<file path="config.mk">
export PLATFORM = sky130hd
export DESIGN_NAME = ps2_mouse_packet_tracker_flat
export DESIGN_NICKNAME = d
export VERILOG_FILES = /design/src/hdl/pmpt_pkg.sv /design/src/hdl/pmpt_if.sv /design/src/hdl/pmpt_cfg.sv /design/src/hdl/pmpt_core.sv /design/src/hdl/ps2_mouse_packet_tracker.sv /design/src/flat_wrapper.sv
export SDC_FILE = /design/constraint.sdc
export NUM_CORES = 1
export LEC_CHECK = 0
export ABC_AREA = 1
export BUFFER_PORTS_ARGS = -buffer_cell sky130_fd_sc_hd__clkbuf_2
export CAP_MARGIN = 20
export CELL_PAD_IN_SITES_DETAIL_PLACEMENT = 1
export CELL_PAD_IN_SITES_GLOBAL_PLACEMENT = 2
export CORE_ASPECT_RATIO = 1.2
export CORE_MARGIN = 2
export CORE_UTILIZATION = 35
export CTS_BUF_LIST = sky130_fd_sc_hd__clkbuf_8
export DETAILED_ROUTE_END_ITERATION = 12
export MAX_ROUTING_LAYER = met4
export PLACE_DENSITY_LB_ADDON = 0.1
export REMOVE_ABC_BUFFERS = 1
export SLEW_MARGIN = 40
export SYNTH_ARGS = -nofsm -noshare
export SYNTH_HDL_FRONTEND = slang
export SYNTH_HIERARCHICAL = 1
export SYNTH_SLANG_ARGS = --single-unit
</file>
<file path="constraint.sdc">
create_clock -name clk -period 11.56 [get_ports clk]
set_input_delay 1.734 -clock clk [delete_from_list [all_inputs] [get_ports clk]]
set_output_delay 1.734 -clock clk [all_outputs]
set_load 0.005 [all_outputs]
</file>
<file path="src/hdl/pmpt_pkg.sv">
// Package with shared types and constants for the PS/2 mouse packet tracker.
`default_nettype none

package pmpt_pkg;

  localparam int POS_BITS  = 12;
  localparam int SIZE_W    = 13;
  localparam int DELTA_W   = 9;
  localparam int BTN_W     = 3;
  localparam int ADDR_W    = 4;
  localparam int DATA_W    = 32;
  localparam int CMP_W     = ((POS_BITS + 2) > (SIZE_W + 1)) ? (POS_BITS + 2) : (SIZE_W + 1);

  localparam logic [POS_BITS-1:0] POS_MAX = {POS_BITS{1'b1}};

  localparam logic [1:0] REG_WHEEL_ENABLE  = 2'd0;
  localparam logic [1:0] REG_SCREEN_WIDTH  = 2'd1;
  localparam logic [1:0] REG_SCREEN_HEIGHT = 2'd2;

  localparam logic [SIZE_W-1:0] WIDTH_RESET  = SIZE_W'(1024);
  localparam logic [SIZE_W-1:0] HEIGHT_RESET = SIZE_W'(768);

  localparam int STATUS_DATA_BIT = 0;
  localparam int STATUS_AUX_BIT  = 5;
  localparam int SYNC_BIT        = 3;
  localparam int SIGN_X_BIT      = 4;
  localparam int SIGN_Y_BIT      = 5;

  typedef struct packed {
    logic              wheel_enable;
    logic [SIZE_W-1:0] x_extent;
    logic [SIZE_W-1:0] y_extent;
  } cfg_t;

endpackage

`default_nettype wire

</file>
<file path="src/hdl/pmpt_if.sv">
// Stream interfaces for the input bytes and the tracker results.
`default_nettype none

interface pmpt_in_if;
  import pmpt_pkg::*;
  logic       valid;
  logic       ready;
  logic [7:0] ctrl_status;
  logic [7:0] rx_byte;

  modport source (output valid, output ctrl_status, output rx_byte, input ready);
  modport sink (input valid, input ctrl_status, input rx_byte, output ready);
endinterface

interface pmpt_out_if;
  import pmpt_pkg::*;
  logic                       valid;
  logic                       ready;
  logic                       packet_done;
  logic                       byte_taken;
  logic [BTN_W-1:0]           button_bits;
  logic signed [DELTA_W-1:0]  delta_x;
  logic signed [DELTA_W-1:0]  delta_y;
  logic [POS_BITS-1:0]        pos_x;
  logic [POS_BITS-1:0]        pos_y;

  modport source (output valid, output packet_done, output byte_taken, output button_bits,
                  output delta_x, output delta_y, output pos_x, output pos_y, input ready);
  modport sink (input valid, input packet_done, input byte_taken, input button_bits,
                input delta_x, input delta_y, input pos_x, input pos_y, output ready);
endinterface

`default_nettype wire

</file>
<file path="src/hdl/pmpt_cfg.sv">
// APB configuration registers of the packet tracker.
`default_nettype none

module pmpt_cfg
  import pmpt_pkg::*;
(
  input  wire logic              clk,
  input  wire logic              rst,
  input  wire logic              psel,
  input  wire logic              penable,
  input  wire logic              pwrite,
  input  wire logic [ADDR_W-1:0] paddr,
  input  wire logic [DATA_W-1:0] pwdata,
  output logic      [DATA_W-1:0] prdata,
  output logic                   pready,
  output cfg_t                   cfg
);

  logic [1:0] reg_index;
  logic       wr_en;

  assign reg_index = paddr[3:2];
  assign wr_en     = psel & penable & pwrite;
  assign pready    = 1'b1;

  always_ff @(posedge clk) begin
    if (rst) begin
      cfg.wheel_enable <= 1'b0;
      cfg.x_extent     <= WIDTH_RESET;
      cfg.y_extent     <= HEIGHT_RESET;
    end else if (wr_en) begin
      case (reg_index)
        REG_WHEEL_ENABLE:  cfg.wheel_enable <= pwdata[0];
        REG_SCREEN_WIDTH:  cfg.x_extent     <= pwdata[SIZE_W-1:0];
        REG_SCREEN_HEIGHT: cfg.y_extent     <= pwdata[SIZE_W-1:0];
        default: ;
      endcase
    end
  end

  always_comb begin
    case (reg_index)
      REG_WHEEL_ENABLE:  prdata = {{(DATA_W-1){1'b0}}, cfg.wheel_enable};
      REG_SCREEN_WIDTH:  prdata = {{(DATA_W-SIZE_W){1'b0}}, cfg.x_extent};
      REG_SCREEN_HEIGHT: prdata = {{(DATA_W-SIZE_W){1'b0}}, cfg.y_extent};
      default:           prdata = '0;
    endcase
  end

endmodule

`default_nettype wire

</file>
<file path="src/hdl/pmpt_core.sv">
// Input register, packet assembly, position update and result register.
`default_nettype none

module pmpt_core
  import pmpt_pkg::*;
(
  input  wire logic clk,
  input  wire logic rst,
  input  wire cfg_t cfg,
  pmpt_in_if.sink   in_ch,
  pmpt_out_if.source out_ch
);

  // Input register.
  logic       in_valid;
  logic [7:0] in_status;
  logic [7:0] in_data;
  logic       advance;

  // Tracker state.
  logic [1:0]                byte_index;
  logic [7:0]                pkt0;
  logic [7:0]                pkt1;
  logic [7:0]                pkt2;
  logic [POS_BITS-1:0]       cursor_x;
  logic [POS_BITS-1:0]       cursor_y;
  logic [BTN_W-1:0]          last_buttons;
  logic signed [DELTA_W-1:0] last_dx;
  logic signed [DELTA_W-1:0] last_dy;

  logic                      take;
  logic                      done;
  logic [1:0]                last_index;
  logic [7:0]                byte2;
  logic [1:0]                byte_index_next;
  logic signed [DELTA_W-1:0] dx_new;
  logic signed [DELTA_W-1:0] dy_new;
  logic signed [CMP_W-1:0]   sum_x;
  logic signed [CMP_W-1:0]   sum_y;
  logic [POS_BITS-1:0]       cursor_x_next;
  logic [POS_BITS-1:0]       cursor_y_next;

  function automatic logic [CMP_W-1:0] limit_of(input logic [SIZE_W-1:0] size);
    logic [CMP_W-1:0] lim;
    if (size == '0) begin
      lim = '0;
    end else begin
      lim = CMP_W'(size) - CMP_W'(1);
    end
    if (lim > CMP_W'(POS_MAX)) begin
      lim = CMP_W'(POS_MAX);
    end
    return lim;
  endfunction

  function automatic logic [POS_BITS-1:0] clamp_pos(input logic signed [CMP_W-1:0] v,
                                                   input logic [SIZE_W-1:0] size);
    logic [CMP_W-1:0] lim;
    logic [CMP_W-1:0] res;
    lim = limit_of(size);
    if (v[CMP_W-1]) begin
      res = '0;
    end else if (CMP_W'(v) > lim) begin
      res = lim;
    end else begin
      res = CMP_W'(v);
    end
    return res[POS_BITS-1:0];
  endfunction

  assign advance     = ~out_ch.valid | out_ch.ready;
  assign in_ch.ready = ~in_valid | advance;

  always_ff @(posedge clk) begin
    if (rst) begin
      in_valid <= 1'b0;
    end else if (in_ch.ready) begin
      in_valid <= in_ch.valid;
    end
  end

  always_ff @(posedge clk) begin
    if (in_ch.ready && in_ch.valid) begin
      in_status <= in_ch.ctrl_status;
      in_data   <= in_ch.rx_byte;
    end
  end

  always_comb begin
    take = in_status[STATUS_DATA_BIT] & in_status[STATUS_AUX_BIT]
         & ~((byte_index == 2'd0) & ~in_data[SYNC_BIT]);
    last_index = cfg.wheel_enable ? 2'd3 : 2'd2;
    done = take & (byte_index >= last_index);
    byte2 = (byte_index == 2'd2) ? in_data : pkt2;
    dx_new = {pkt0[SIGN_X_BIT], pkt1};
    dy_new = {pkt0[SIGN_Y_BIT], byte2};
    sum_x = $signed(CMP_W'(cursor_x)) + $signed({{(CMP_W-DELTA_W){dx_new[DELTA_W-1]}}, dx_new});
    sum_y = $signed(CMP_W'(cursor_y)) - $signed({{(CMP_W-DELTA_W){dy_new[DELTA_W-1]}}, dy_new});
    cursor_x_next = clamp_pos(sum_x, cfg.x_extent);
    cursor_y_next = clamp_pos(sum_y, cfg.y_extent);
    if (done) begin
      byte_index_next = 2'd0;
    end else if (take) begin
      byte_index_next = byte_index + 2'd1;
    end else begin
      byte_index_next = byte_index;
    end
  end

  always_ff @(posedge clk) begin
    if (rst) begin
      byte_index   <= 2'd0;
      cursor_x     <= '0;
      cursor_y     <= '0;
      last_buttons <= '0;
      last_dx      <= '0;
      last_dy      <= '0;
    end else if (in_valid && advance) begin
      byte_index <= byte_index_next;
      if (done) begin
        cursor_x     <= cursor_x_next;
        cursor_y     <= cursor_y_next;
        last_buttons <= pkt0[BTN_W-1:0];
        last_dx      <= dx_new;
        last_dy      <= dy_new;
      end
    end
  end

  always_ff @(posedge clk) begin
    if (in_valid && advance && take) begin
      case (byte_index)
        2'd0:    pkt0 <= in_data;
        2'd1:    pkt1 <= in_data;
        2'd2:    pkt2 <= in_data;
        default: ;
      endcase
    end
  end

  // Result register.
  always_ff @(posedge clk) begin
    if (rst) begin
      out_ch.valid <= 1'b0;
    end else if (advance) begin
      out_ch.valid <= in_valid;
    end
  end

  always_ff @(posedge clk) begin
    if (in_valid && advance) begin
      out_ch.packet_done <= done;
      out_ch.byte_taken  <= take;
      out_ch.button_bits <= done ? pkt0[BTN_W-1:0] : last_buttons;
      out_ch.delta_x     <= done ? dx_new : last_dx;
      out_ch.delta_y     <= done ? dy_new : last_dy;
      out_ch.pos_x       <= done ? cursor_x_next : cursor_x;
      out_ch.pos_y       <= done ? cursor_y_next : cursor_y;
    end
  end

endmodule

`default_nettype wire

</file>
<file path="src/hdl/ps2_mouse_packet_tracker.sv">
// Top level of the PS/2 mouse packet tracker.
//
// Bytes arrive on in_ch as transfers of a controller status byte and a data
// byte. Every input transfer yields exactly one result transfer on out_ch,
// carrying the packet-done and byte-taken flags, the buttons and movements of
// the latest complete packet and the clamped cursor position.
// A byte passes through an input register and then a result register; the
// packet and position update between the two registers is combinational.
// One byte is accepted in every cycle while out_ch does not stall.
// If out_ch stalls, the result register holds its transfer. An empty input
// register still takes one more byte; once it is full, in_ch.ready stays low
// for as long as out_ch.ready is low.
// Write the registers over the APB port only while the block is idle; the
// block does not enforce this. Reset clears the packet position, cursor and
// last packet values, and restores three-byte packets on a 1024 by 768 screen.
`default_nettype none

module ps2_mouse_packet_tracker
  import pmpt_pkg::*;
(
  input  wire logic              clk,
  input  wire logic              rst,
  input  wire logic              psel,
  input  wire logic              penable,
  input  wire logic              pwrite,
  input  wire logic [ADDR_W-1:0] paddr,
  input  wire logic [DATA_W-1:0] pwdata,
  output logic      [DATA_W-1:0] prdata,
  output logic                   pready,
  pmpt_in_if.sink                in_ch,
  pmpt_out_if.source             out_ch
);

  cfg_t cfg;

  pmpt_cfg u_cfg (
    .clk     (clk),
    .rst     (rst),
    .psel    (psel),
    .penable (penable),
    .pwrite  (pwrite),
    .paddr   (paddr),
    .pwdata  (pwdata),
    .prdata  (prdata),
    .pready  (pready),
    .cfg     (cfg)
  );

  pmpt_core u_core (
    .clk    (clk),
    .rst    (rst),
    .cfg    (cfg),
    .in_ch  (in_ch),
    .out_ch (out_ch)
  );

endmodule

`default_nettype wire

</file>
<file path="src/flat_wrapper.sv">
// flat-port wrapper written by rule: the top's interface ports become plain ports
module ps2_mouse_packet_tracker_flat import pmpt_pkg::*;
  (clk, rst, psel, penable, pwrite, paddr, pwdata, prdata, pready, in_ch_valid, in_ch_ctrl_status, in_ch_rx_byte, in_ch_ready, out_ch_valid, out_ch_packet_done, out_ch_byte_taken, out_ch_button_bits, out_ch_delta_x, out_ch_delta_y, out_ch_pos_x, out_ch_pos_y, out_ch_ready);
  pmpt_in_if in_ch_i ();
  pmpt_out_if out_ch_i ();
  input  wire logic clk;
  input  wire logic rst;
  input  wire logic psel;
  input  wire logic penable;
  input  wire logic pwrite;
  input  wire logic [ADDR_W-1:0] paddr;
  input  wire logic [DATA_W-1:0] pwdata;
  output logic      [DATA_W-1:0] prdata;
  output logic pready;
  input wire logic [$bits(in_ch_i.valid)-1:0] in_ch_valid;
  input wire logic [$bits(in_ch_i.ctrl_status)-1:0] in_ch_ctrl_status;
  input wire logic [$bits(in_ch_i.rx_byte)-1:0] in_ch_rx_byte;
  output wire logic [$bits(in_ch_i.ready)-1:0] in_ch_ready;
  output wire logic [$bits(out_ch_i.valid)-1:0] out_ch_valid;
  output wire logic [$bits(out_ch_i.packet_done)-1:0] out_ch_packet_done;
  output wire logic [$bits(out_ch_i.byte_taken)-1:0] out_ch_byte_taken;
  output wire logic [$bits(out_ch_i.button_bits)-1:0] out_ch_button_bits;
  output wire logic [$bits(out_ch_i.delta_x)-1:0] out_ch_delta_x;
  output wire logic [$bits(out_ch_i.delta_y)-1:0] out_ch_delta_y;
  output wire logic [$bits(out_ch_i.pos_x)-1:0] out_ch_pos_x;
  output wire logic [$bits(out_ch_i.pos_y)-1:0] out_ch_pos_y;
  input wire logic [$bits(out_ch_i.ready)-1:0] out_ch_ready;
  assign in_ch_i.valid = in_ch_valid;
  assign in_ch_i.ctrl_status = in_ch_ctrl_status;
  assign in_ch_i.rx_byte = in_ch_rx_byte;
  assign in_ch_ready = in_ch_i.ready;
  assign out_ch_valid = out_ch_i.valid;
  assign out_ch_packet_done = out_ch_i.packet_done;
  assign out_ch_byte_taken = out_ch_i.byte_taken;
  assign out_ch_button_bits = out_ch_i.button_bits;
  assign out_ch_delta_x = out_ch_i.delta_x;
  assign out_ch_delta_y = out_ch_i.delta_y;
  assign out_ch_pos_x = out_ch_i.pos_x;
  assign out_ch_pos_y = out_ch_i.pos_y;
  assign out_ch_i.ready = out_ch_ready;
  ps2_mouse_packet_tracker u_core (.clk(clk), .rst(rst), .psel(psel), .penable(penable), .pwrite(pwrite), .paddr(paddr), .pwdata(pwdata), .prdata(prdata), .pready(pready), .in_ch(in_ch_i), .out_ch(out_ch_i));
endmodule
</file>
Yosys cells after proc, flatten, opt, wreduce, memory -nomap -nowiden

Index checks and enable logic that the tools add are counted.

Magnitude comparators: 5
Eq/ne operators: 4
Bitwise operators: 12
Mux-type cells: 18
Add/subtract/negate cells: 5
Reduce and logical (&&, ||, !) cells: 14

Operators by type and width:

| operator                                                               | number |
|---|---|
| 12-bit 2-to-1 mux                                                      | 6 |
| 14-bit 2-to-1 mux                                                      | 4 |
| 13-bit one-hot mux with 3 select lines                                 | 1 |
| 14-bit by 12-bit > comparator with 1-bit output, second input constant | 2 |
| 14-bit > comparator                                                    | 2 |
| 13-bit by 1-bit subtractor with 14-bit output, second input constant   | 2 |
| 13-bit zero test                                                       | 2 |
| 9-bit 2-to-1 mux                                                       | 2 |
| 13-bit by 9-bit adder with 14-bit output                               | 1 |
| 13-bit by 9-bit subtractor with 14-bit output                          | 1 |
| 2-bit AND reduction                                                    | 6 |
| 8-bit 2-to-1 mux                                                       | 1 |
| 1-bit bitwise AND                                                      | 6 |
| 2-bit by 1-bit == test with 1-bit output, second input constant        | 2 |
| 2-bit == test, second input constant                                   | 2 |
| 2-bit zero test                                                        | 2 |
| 2-bit 2-to-1 mux                                                       | 2 |
| 1-bit inverter                                                         | 4 |
| 1-bit logical AND                                                      | 3 |
| 3-bit 2-to-1 mux                                                       | 1 |
| 2-bit by 1-bit adder with 2-bit output, second input constant          | 1 |
| 2-bit >= comparator                                                    | 1 |
| 1-bit bitwise OR                                                       | 2 |
| 2-bit nonzero test                                                     | 1 |
| 1-bit 2-to-1 mux                                                       | 1 |

Output and inout bits: 82
Flip-flop bits (word level): 159

Longest topological paths before layout

Gate-level depths: netlist of the first run.

Word-level depth: 8
Depth in mapped cells: 30

By module

The synthesis of the first run kept the hierarchy.

By module, submodules not included:

| module    | times used | area each (µm²) | seq. area each (µm²) | cells an instance |
|---|---|---|---|---|
| pmpt_core | 1          | 8700.8          | 3323.2               | 1157 |
| pmpt_cfg  | 1          | 1501.4          | 540.5                | 232 |

Worst setup path after synthesis of the first run

No wires, ideal clock.

Kind: input to output
Start: in paddr[2]
End: out prdata[4]
Buffers on the path: 1
Cell stages on the path: 5
Data arrival time: 2.184 ns
Required time: 9.826 ns
Slack: 7.642 ns
Path through: inv_2 nor2_4 buf_4 nand2_1 nand2_1

Longest elaborated chain between the ends: 2
Elaborated cells on any way between the ends: 4
Classes of those cells: eq/ne (2); mux (1); reduce/logical (1)

RTL lines:

| what                                        | line               | text |
|---|---|---|
| start: declaration                          | flat_wrapper.sv:11 | `input wire logic [ADDR_W-1:0] paddr;` |
| 2-bit == test, or another cell as far along | pmpt_cfg.sv:42     | `case (reg_index)` |
| 13-bit one-hot mux with 3 select lines *    | pmpt_cfg.sv:42     |  |
| end: declaration                            | flat_wrapper.sv:13 | `output logic [DATA_W-1:0] prdata;` |

Mark *: on every way between the ends. The rest lies on a longest branch, timed or not.

Worst setup path after layout of the first run

Start: reg u_core.u_core.byte_index[0]
End: reg u_core.u_core.cursor_y[1]

Longest elaborated chain between the ends: 7
Elaborated cells on any way between the ends: 13
Classes of those cells: add/sub (1); order compare (2); eq/ne (1); mux (4); bitwise (4); reduce/logical (1)

RTL lines:

| what                                          | line             | text |
|---|---|---|
| start: declaration                            | pmpt_core.sv:21  | `logic [1:0] byte_index;` |
| start signal: assignment                      | pmpt_core.sv:119 | `byte_index <= byte_index_next;` |
| 2-bit == test                                 | pmpt_core.sv:94  | `byte2 = (byte_index == 2'd2) ? in_data : pkt2;` |
| 8-bit 2-to-1 mux                              | -                |  |
| 13-bit by 9-bit subtractor with 14-bit output | pmpt_core.sv:98  | `sum_y = $signed(CMP_W'(cursor_y)) - $signed({{(CMP_W-DELTA_W){dy_new[DELTA_W-1]}}, dy_new});` |
| 14-bit > comparator                           | pmpt_core.sv:63  | `end else if (CMP_W'(v) > lim) begin` |
| 12-bit 2-to-1 mux                             | pmpt_core.sv:63  |  |
| 12-bit 2-to-1 mux                             | pmpt_core.sv:61  | `if (v[CMP_W-1]) begin` |
| 12-bit 2-to-1 mux *                           | -                |  |
| end signal: assignment                        | pmpt_core.sv:122 | `cursor_y <= cursor_y_next;` |
| end: declaration                              | pmpt_core.sv:26  | `logic [POS_BITS-1:0] cursor_y;` |

Marks and branches as above.
A chain may end at the register's enable or synchronous reset.

==> impl_metrics.csv, run 1 <==
group,metric,value,unit
timing,final.setup.tns,0,ps
grt,grt_usage,18.4,%
timing,hold_viol,0,
power_and_ir_drop,p_sw,420,uW
power_and_ir_drop,switching_share,31.5,%
grt,overflow,0,
synth,netlist_instances,1389,
clock_tree,cts_hold_buffers,0,
clock_tree,ctsResizeCount,0,
run_status,status,"complete, no violations",
synth,async_flop_share,0,%
finish,stdcell_area,11300,um2
finish,stdcell_count,1864,
power_and_ir_drop,p_clk_share,35.4,%
clock_tree,cts-root-buf,"clkbuf_8",
timing,clock_skew,17.7,ps
timing,finalWorstPathRequiredPeriod,4680,ps
routing,wire_per_inst,14.4,um
timing,setup_ws,6880,ps
finish,nNetsFinal,1589,
placed_design,place_congestion,0.773,
routing,drt_wl_total,26.8,mm
synth,synthesis.area,10200,um2
floorplanning,die_w,160,um
floorplanning,rows,68,
synth,netlist.area_leader.share,23.0,%
critical_path,critPathRequiredTime,11920,ps
grt,first_global_vias,8662,
flow_run,cap_violations,0,
routing,vias,8601,
power_and_ir_drop,powerDensity,118,nW/um2
floorplanning,initial_utilization,35.5,%
clock_tree,insertion_delay,470,ps
timing,timing.final.crit_share,40.4,%
grt,grt_pass1_wl,43.3,mm
clock_tree,clock-sinks,154,
worst_hold_path,hp-class,"reg2reg",
critical_path,cp_max_fo,15,
placed_design,hpwl,20.4,mm
finish,final_cell_mix,"nand2_1 (384), inv_1 (198), nor2_1 (161), nand3_1 (99), clkbuf_2 (93)",
timing,max_clock_freq,0.214,GHz
critical_path,cpMostUsedCell,"nand2_1",
timing,worstMarginPinSlew,743,ps
clock_tree,post-cts-setup-buffers,0,
finish,drive_above_1_share,15.3,%
timing,max_slew_margin,49.9,%
floorplanning,die_area,30500,um2
finish,n_antenna_cell,0,
floorplanning,dieHeight,191,um
clock_tree,cts_buffers,17,
routing,drc,0,
timing,setup_viol,0,
power_and_ir_drop,combPwrFrac,18.5,%
synth,yosysSeqAreaShare,37.9,%
finish,areaGrowthSynthToFinish,10.6,%
power_and_ir_drop,vdd_drop_max,0.0505,mV
critical_path,cp.arrival,5040,ps
clock_tree,cts_buffer_depth,2,
power_and_ir_drop,total_power,1330,uW
synth,dominantRegCellSynth,"edfxtp_1",
synth,ys_types,44,
critical_path,criticalPathCategory,"reg2reg",
critical_path,startpoint_type,"register",
power_and_ir_drop,p_int,915,uW
grt,antenna_found_initial,0,
placed_design,placed_area,10800,um2
floorplanning,coreArea,28800,um2
critical_path,worstSetupEndpointType,"register",
synth,post_synth.cell_area_avg,7.35,um2
placed_design,post-place-ws,6840,ps
routing,detail-route-antenna-nets,0,
placed_design,port_buffers,93,
critical_path,cp_slowest_stage_delay,530,ps
routing,drt_pass1_iterations,4,
finish,layout_commonest_cell,"nand2_1",
routing,viasPerCell,4.61,
clock_tree,cts_tree,"built",
timing,finalMaxSlewViolations,0,
placed_design,dp.cells,1832,
synth,synth-edff-count,78,
floorplanning,ios,141,
power_and_ir_drop,leakagePower,0.00584,uW
synth,ys_ff_latch,154,
critical_path,critical-path-slowest-cell,"o21ai_0",
grt,grt_max_degree,53,
synth,synth_area_leader_cell,"edfxtp_1",
synth,synth_area_leaders,"edfxtp_1 (23%), dfxtp_1 (15%), nand2_1 (14%), ha_1 (7.6%), inv_1 (7.4%)",
synth,yosys_warnings,6,
clock_tree,clk_transition_reported_paths,100,ps
clock_tree,htree_num_levels,4,
routing,drt_iter0_drc,273,
timing,rsz0062_at_grt,"no",
power_and_ir_drop,power_frac_seq,46.1,%
==> worst paths after layout <==
check | startpoint | slack, ps | cells past startpoint | to
max | u_core/u_core/byte_index[0] | 6880 | 25 | u_core/u_core/cursor_y[1]
max reg2reg | u_core/u_core/byte_index[0] | 6880 | 25 | u_core/u_core/cursor_y[1]
min reg2reg | u_core/u_core/in_data[6] | 470 | 0 | u_core/u_core/pkt1[6]
min | u_core/u_core/in_data[6] | 470 | 0 | u_core/u_core/pkt1[6]
==> power groups by stage <==
stage | registers [uW] | logic [uW] | clock network, uW
after global routing | 618 | 288 | 511
after CTS | 616 | 253 | 491
after global placement | 627 | 246 | 0
after detailed placement | 628 | 251 | 0
final | 615 | 247 | 473
after floorplan | 625 | 181 | 0
==> cell type report <==
class	count	area [um2]
clock inverter	15	225
clock buffer	17	234
inverter	212	800
multi-input combinational	984	5190
timing repair buffer	97	495
sequential	154	3860
fill	3711	17500
tap	385	482
==> synthesized netlist by cell type, types with 2 or more instances <==
master and number:
a21oi_4 2, clkbuf_1 10, nand4_1 12, a31oi_1 3, xor2_1 22, xnor2_1 2
ha_1 62, inv_1 200, conb_1 3, buf_4 26, inv_2 11, o21bai_1 4
nand2_2 25, clkbuf_8 2, nand2_4 7, and2_1 2, nand2b_1 5, nand3_2 24
buf_6 10, nand3b_1 6, o21ai_0 52, nand2_1 385, nand3_1 99, a21oi_2 5
nor2_4 4, o21ai_1 9, nor2_1 161, nor2_2 10, buf_2 10, dfxtp_1 76
a21oi_1 48, fa_1 2, edfxtp_1 78, nor2_8 2
==> registers in the layout, summed over array words and instances, names as in the netlist, 12 cells and up <==
signal	count
u_core/u_core/cursor_y	12
u_core/u_core/cursor_x	12
u_core/u_cfg/cfg	27
u_core/u_core/out_ch.pos_x	12
u_core/u_core/out_ch.pos_y	12
==> cell families (layout without fill, tap and decap cells) <==
kind of cell / after synthesis / after routing / synth area share (%)
xor gates and xnor gates: 24 / 24 / 2.06
buffers and inverters: 272 / 341 / 12.1
other: 3 / 24 / 0.110
muxes: 1 / 1 / 0.110
AOI/OAI and AO/OA: 124 / 124 / 6.65
and+or+nand+nor: 747 / 747 / 33.1
DFF: 154 / 154 / 37.9
adders and majority gates: 64 / 64 / 8.00
==> routing by layer <==
| metal | vias to the layer above | part of all wire (%) | global-route usage (%) |
|---|---|---|---|
| li1 | 4486 | - | - |
| met1 | 4026 | 45 | 21.6 |
| met2 | 72 | 52 | 33.7 |
| met3 | 17 | 1.6 | 2.21 |
| met4 | 0 | 0.98 | 4.26 |
| met5 | - | 0 | - |
==> worst max-delay path: cells and delay by family, from the launching register on <==
family | cells | cell delay, ps
and+or+nand+nor | 13 | 1560
AOI/OAI and AO/OA | 4 | 1060
adders and majority gates | 3 | 1030
DFF | 1 | 390
buffers and inverters | 4 | 350
xor gates and xnor gates | 1 | 160
==> through the flow <==
| stage | utilization (%) | hold slack (ps) |
|---|---|---|
| 3_5_place_dp | 37.7 | 439 |
| 3_3_place_gp | 37.6 | 440 |
| 2_1_floorplan | - | 426 |
| 6_report | 39.2 | 467 |
| 5_1_grt | 39.2 | 478 |
| 4_1_cts | 39.2 | 473 |
No activity file was read; power rests on OpenSTA's default activity.
==> run 2: changes to the inputs <==
--- a/config.mk
+++ b/config.mk
@@ -12,7 +12,7 @@
 export CELL_PAD_IN_SITES_GLOBAL_PLACEMENT = 2
 export CORE_ASPECT_RATIO = 1.2
 export CORE_MARGIN = 2
-export CORE_UTILIZATION = 35
+export CORE_UTILIZATION = 34
 export CTS_BUF_LIST = sky130_fd_sc_hd__clkbuf_8
 export DETAILED_ROUTE_END_ITERATION = 12
 export MAX_ROUTING_LAYER = met4
==> constraint.sdc (replaced) <==
create_clock -name clk -period 4.5 [get_ports clk]
set_input_delay 0.675 -clock clk [delete_from_list [all_inputs] [get_ports clk]]
set_output_delay 0.675 -clock clk [all_outputs]
set_load 0.005 [all_outputs]
==> run 2 against run 1 <==
  * Clock-buffer cell count is the same
  * Sequential cell count is the same
  * Total power grew 150%
  * Global-route usage grew 0.22 points
  * Clock power grew 130%
  * Utilization shrank 0.84 points
  * First-iteration DRC count grew 13%
  * Non-clock buffer count grew 17
  * Critical path type unchanged
  * Largest power group unchanged
==> impl_metrics.csv, run 2 (synthesized netlist as in run 1, its figures left out) <==
group,metric,value,unit
critical_path,startpoint_type,"register",
timing,hold_viol,0,
critical_path,critPathRequiredTime,4740,ps
clock_tree,clock-sinks,154,
finish,final_cell_mix,"nand2_1 (384), inv_1 (199), nor2_1 (160), nand3_1 (99), clkbuf_2 (93)",
critical_path,path_depth,22,
grt,first_global_vias,8741,
placed_design,placed_area,11000,um2
run_status,status,"complete, no violations",
timing,setup_viol,0,
flow_run,cap_violations,0,
routing,viasPerCell,4.61,
worst_hold_path,hp-class,"in2reg",
critical_path,timing.critical_path.buf_inv,4,
routing,detail-route-antenna-nets,0,
critical_path,crit_chain,"inv_1 -> ha_4 -> mux2_2 -> ha_1 -> inv_1 -> fa_1 -> nand3_1 -> nand3_1 -> a21oi_1 -> o21ai_0 -> xor2_1 -> ha_1 -> nand2_1 -> nor2_1 -> inv_1 -> nor2_2 -> nand4_1 -> nand2_4 -> buf_4 -> o21ai_1 -> nand3_2 -> nand2_1",
timing,whs,384,ps
timing,finalWorstPathRequiredPeriod,4020,ps
grt,grt_pass1_wl,45.1,mm
placed_design,port_buffers,93,
finish,layout_commonest_cell,"nand2_1",
routing,drt_iter0_drc,309,
clock_tree,post-cts-setup-buffers,0,
floorplanning,dieHeight,194,um
floorplanning,ios,141,
finish,stdcell_area,11400,um2
finish,n_antenna_cell,0,
floorplanning,rows,69,
timing,max_clock_freq,0.249,GHz
timing,final.setup.tns,0,ps
worst_hold_path,min_path_cells,1,
floorplanning,die_area,31400,um2
critical_path,cp_slowest_stage_delay,440,ps
routing,wire_per_inst,14.5,um
timing,finalMaxSlewViolations,0,
finish,fin_util,38.4,%
critical_path,worstSetupEndpointType,"register",
clock_tree,cts-root-buf,"clkbuf_8",
placed_design,place_congestion,0.762,
clock_tree,clk_transition_reported_paths,100,ps
power_and_ir_drop,vdd_drop_max,0.188,mV
finish,drive_above_1_share,16.3,%
clock_tree,htree_num_levels,4,
routing,drc,0,
clock_tree,cts_tree,"built",
timing,timing.final.crit_share,89.3,%
timing,max_slew_margin,50.8,%
critical_path,reg2reg_slack,480,ps
floorplanning,coreArea,29600,um2
clock_tree,ctsResizeCount,0,
grt,antenna_found_initial,0,
timing,clock_skew,18.9,ps
critical_path,worstRegToRegCells,22,
power_and_ir_drop,powerDensity,291,nW/um2
critical_path,critical-path-slowest-cell,"fa_1",
clock_tree,cts_buffers,17,
critical_path,cp_max_fo,15,
floorplanning,die_w,162,um
critical_path,cpMostUsedCell,"inv_1",
critical_path,cp.arrival,4260,ps
finish,areaGrowthSynthToFinish,11.5,%
floorplanning,initial_utilization,34.5,%
grt,grt_usage,18.6,%
routing,drt_wl_total,27.3,mm
critical_path,criticalPathCategory,"reg2reg",
timing,rsz0062_at_grt,"no",
routing,drt_pass1_iterations,6,
clock_tree,insertion_delay,470,ps
clock_tree,cts_hold_buffers,0,
grt,overflow,0,
placed_design,hpwl,21.2,mm
grt,grt_max_degree,50,
timing,worstMarginPinSlew,735,ps
finish,largest_reg_flops,27,
finish,top_register,"u_core/u_cfg/cfg",
power_and_ir_drop,leakagePower,0.00589,uW
clock_tree,cts_buffer_depth,2,
routing,vias,8696,
critical_path,cp_top_family,"simple AND/OR/NAND/NOR gates",
finish,nNetsFinal,1606,
-- run 2: cell count changes in the layout (fill, tap and decap cells not counted), moves of 2 or more --
cell | previous run | this run
buf_4 | 4 | 21
clkinv_8 | 3 | 1
clkinv_4 | 1 | 3
bufinv_16 | 3 | 1
-- run 2: per-stage QoR --
stage	cells	total power, uW	setup slack, ps
3_5_place_dp	1854	2270	156
6_report	1886	3310	481
4_1_cts	1886	3380	131
5_1_grt	1886	3540	11.6
3_3_place_gp	1854	2250	192
2_1_floorplan	1350	2070	164
-- run 2: worst paths after layout --
check / start / to
hold reg to reg: u_core/u_core/in_data[6] / u_core/u_core/pkt1[6]
setup / recovery: u_core/u_core/byte_index[0] / u_core/u_core/out_ch.pos_y[2]
setup reg to reg: u_core/u_core/byte_index[0] / u_core/u_core/out_ch.pos_y[2]
hold / removal: in_ch_rx_byte[2] / u_core/u_core/in_data[2]
-- run 2: power by group --
| part | switching, uW | internal, uW | leakage, uW | total (uW) |
|---|---|---|---|---|
| Combinational | 414 | 235 | 0.00433 | 649 |
| Sequential | 38.0 | 1540 | 0.00136 | 1580 |
| Clock | 627 | 459 | 0.000201 | 1090 |
-- run 2: worst register-to-register path, stage by stage, from the launching register on --
cell,delay (ps)
dfxtp_1,380
inv_1,120
ha_4,220
mux2_2,280
ha_1,150
inv_1,60
fa_1,440
nand3_1,160
nand3_1,110
a21oi_1,150
o21ai_0,110
xor2_1,160
ha_1,290
nand2_1,60
nor2_1,150
inv_1,70
nor2_2,130
nand4_1,180
nand2_4,200
buf_4,140
o21ai_1,70
nand3_2,90
nand2_1,50
-- run 2: metal layers --
layer	share of wire, %	vias up	track usage, %
li1	-	4536	-
met1	45	4076	22.1
met2	52	72	33.6
met3	1.8	12	2.65
met4	0.70	0	3.24
met5	0	-	-
-- run 2: layout make-up --
class	count	area, um2
flip-flops and latches	154	3860
fillers	3792	18200
clock buffers	17	234
well taps	390	488
clock inverters	15	158
inverters	212	801
multi-input cells	984	5210
repair buffers	114	623
==> run 3: changes to the inputs <==
--- a/config.mk
+++ b/config.mk
@@ -17,9 +17,9 @@
 export DETAILED_ROUTE_END_ITERATION = 12
 export MAX_ROUTING_LAYER = met4
 export PLACE_DENSITY_LB_ADDON = 0.1
+export RECOVER_POWER = 100
 export REMOVE_ABC_BUFFERS = 1
 export SLEW_MARGIN = 40
 export SYNTH_ARGS = -nofsm -noshare
 export SYNTH_HDL_FRONTEND = slang
-export SYNTH_HIERARCHICAL = 1
 export SYNTH_SLANG_ARGS = --single-unit
==> constraint.sdc (replaced) <==
create_clock -name clk -period 4.3 [get_ports clk]
set_input_delay 0.645 -clock clk [delete_from_list [all_inputs] [get_ports clk]]
set_output_delay 0.645 -clock clk [all_outputs]
set_load 0.005 [all_outputs]
==> run 3 against run 2 <==
  * The flow now finishes with violations (capacitance limit, slew limit)
  * Sequential power up 4%
  * Final cell count is 2.5% lower
  * Synthesized cell count fell by 4.2%
  * Clock-buffer cell count is the same
  * Total power up 2.0%
  * Register-to-register slack lost 100 ps
  * Global-route usage increased by 0.98 points
  * Critical path type unchanged
==> impl_metrics.csv, run 3 <==
group,metric,value,unit
flow_run,cap_violations,1,
routing,drt_wl_total,28.1,mm
grt,overflow,0,
grt,grt_max_degree,56,
finish,layout_commonest_cell,"nand2_1",
grt,grt_pass1_wl,45.2,mm
finish,areaGrowthSynthToFinish,12.4,%
finish,fin_util,38.5,%
timing,worstMarginPinSlew,1830,ps
finish,seq_area,3860,um2
worst_hold_path,hp-class,"in2reg",
floorplanning,ios,141,
placed_design,place_congestion,0.835,
run_status,violations,"capacitance limit, slew limit",
routing,detail-route-antenna-nets,0,
run_status,status,"complete, but fails checks",
floorplanning,dieHeight,190,um
power_and_ir_drop,vdd_drop_max,0.156,mV
clock_tree,clock-sinks,154,
clock_tree,cts_buffers,17,
clock_tree,cts_buffer_depth,2,
floorplanning,die_w,159,um
finish,fillCellCount,3640,
worst_hold_path,min_to,"u_core.u_core.in_data[4]",
floorplanning,coreArea,28500,um2
timing,timing.final.crit_share,91.3,%
placed_design,dp.cells,1806,
floorplanning,rows,68,
finish,nNetsFinal,1563,
clock_tree,cts_hold_buffers,0,
timing,rsz0062_at_grt,"no",
grt,antenna_found_initial,0,
clock_tree,cts_tree,"built",
routing,drt_iter0_drc,338,
synth,post_synth.cell_area_avg,7.34,um2
clock_tree,insertion_delay,470,ps
grt,grt_usage,19.6,%
timing,hold_viol,0,
synth,synth_area_leader_cell,"edfxtp_1",
placed_design,port_buffers,93,
synth,dominantRegCellSynth,"edfxtp_1",
timing,finalWorstPathRequiredPeriod,3920,ps
finish,n_antenna_cell,0,
critical_path,reg2reg_to,"u_core.u_core.cursor_y[4]",
synth,async_flop_share,0,%
synth,synth_most_common_cell,"nand2_1",
clock_tree,clk_transition_reported_paths,90,ps
critical_path,cp_max_fo,12,
critical_path,worstRegToRegCells,23,
synth,synthesis.area,9770,um2
finish,largest_reg_flops,27,
clock_tree,htree_num_levels,4,
synth,netlist_instances,1331,
routing,wire_per_inst,15.3,um
synth,ys_ff_latch,154,
floorplanning,die_area,30100,um2
routing,vias,8547,
critical_path,reg2reg_slack,380,ps
power_and_ir_drop,powerDensity,308,nW/um2
synth,synth_area_leaders,"edfxtp_1 (24%), dfxtp_1 (16%), nand2_1 (14%), inv_1 (8.0%), ha_1 (7.9%)",
routing,drt_pass1_iterations,6,
critical_path,cp.arrival,4280,ps
routing,drc,0,
routing,viasPerCell,4.65,
finish,stdcell_count,1838,
timing,final.setup.tns,0,ps
worst_hold_path,min_path_cells,1,
synth,synth-edff-count,78,
synth,yosys_warnings,0,
timing,whs,363,ps
grt,first_global_vias,8693,
finish,multiInputGateArea,4790,um2
finish,top_register,"u_core.u_cfg.cfg",
worst_hold_path,min_from,"in_ch_rx_byte[4]",
critical_path,critPathRequiredTime,4660,ps
floorplanning,initial_utilization,34.3,%
critical_path,startpoint_type,"register",
timing,finalMaxSlewViolations,38,
critical_path,reg2reg_from,"u_core.u_core.byte_index[0]",
clock_tree,cts-root-buf,"clkbuf_8",
timing,max_slew_margin,-21.9,%
synth,synth_common_cells,"nand2_1 (363), inv_1 (208), nor2_1 (112), o21ai_0 (85), nand3_1 (84)",
synth,yosysSeqAreaShare,39.5,%
finish,final_cell_mix,"nand2_1 (363), inv_1 (208), nor2_1 (112), nand3_1 (91), o21ai_0 (81)",
critical_path,worstSetupEndpointType,"register",
power_and_ir_drop,leakagePower,0.00560,uW
placed_design,hpwl,21.9,mm
critical_path,criticalPathCategory,"reg2reg",
power_and_ir_drop,total_power,3380,uW
synth,ys_types,42,
finish,drive_above_1_share,11.8,%
synth,netlist.area_leader.share,24.0,%
timing,max_clock_freq,0.255,GHz
timing,clock_skew,21.6,ps
timing,setup_viol,0,
-- run 3: changes by cell type after synthesis, sizes merged, moves of 12 or more --
cell and change:
nand2 -42, o22ai +12, a21oi +23, nor2 -53, o21ai +24, nand3 -17
-- run 3: stage by stage --
step / setup slack [ps] / area (um2)
floorplan: 76.2 / 9490
global placement: 178 / 10700
CTS: 121 / 11100
finish: 376 / 11000
detailed placement: 139 / 10700
global route: 8.79 / 11000
-- run 3: cells by family (layout without fill, tap and decap cells) --
group           count (synthesis)  count (layout)  share of synthesized area [%]
simple gates                  623             623                           28.0
buf+inv                       279             379                           12.1
compound gates                190             190                           10.2
flops                         154             154                           39.5
fa+ha+maj                      64              64                           8.35
xor+xnor                       18              18                           1.61
other cells                     2              24                         0.0769
mux                             1               1                          0.115
-- run 3: what timing repair did --
action,CTS,global route
endpoints found under the hold margin,0,0
gates resized for setup,0,7
buffers inserted,0,0
setup endpoints to repair,0,24
-- run 3: area by class of cell --
type,instances,area share (%)
clock buffer,17,2.13
clock inverter,15,1.05
inverter,218,7.47
multi-input combinational,920,43.6
sequential,154,35.2
tap,385,4.38
timing repair buffer,129,6.20
-- run 3: worst max-delay path by stage --
stage,start,endpoint,depth (start not counted)
2_1_floorplan,out_ch_ready,u_core.u_core.pkt1[0],6
3_3_place_gp,u_core.u_core.byte_index[0],u_core.u_core.out_ch.pos_y[7],24
3_5_place_dp,u_core.u_core.byte_index[0],u_core.u_core.out_ch.pos_y[7],22
4_1_cts,u_core.u_core.byte_index[0],u_core.u_core.out_ch.pos_y[7],22
5_1_grt,u_core.u_core.byte_index[0],u_core.u_core.cursor_y[8],27
6_report,u_core.u_core.byte_index[0],u_core.u_core.cursor_y[4],23
-- run 3: critical path, stage by stage, from the launching register on --
cell     delay (ps)
dfxtp_1         320
inv_1           110
ha_4            220
mux2_2          380
ha_1            190
inv_1           100
fa_2            240
nand4_1         140
nand3_1         170
a21oi_1          80
o21ai_0         190
xor2_1          110
ha_1            290
nand2_1          70
nor2_1          140
and2_1          160
nand2_1          80
a21oi_1         200
buf_4           190
nand3_1         120
nand3_2         140
nand3_1          70
nand2_1          90
inv_1            30
-- run 3: report_power, final --
| part | internal [uW] | switching (uW) |
|---|---|---|
| logic | 250 | 437 |
| registers | 1610 | 37.0 |
| clock network | 412 | 630 |
-- run 3: per-layer routing --
metal  vias to the layer above  wire length [um]  track usage [%]
met3                        21               474             2.44
met1                      4020             12200             22.3
met4                         0               371             4.94
met5                         -                 0                -
li1                       4426                 -                -
met2                        80             15000             36.4
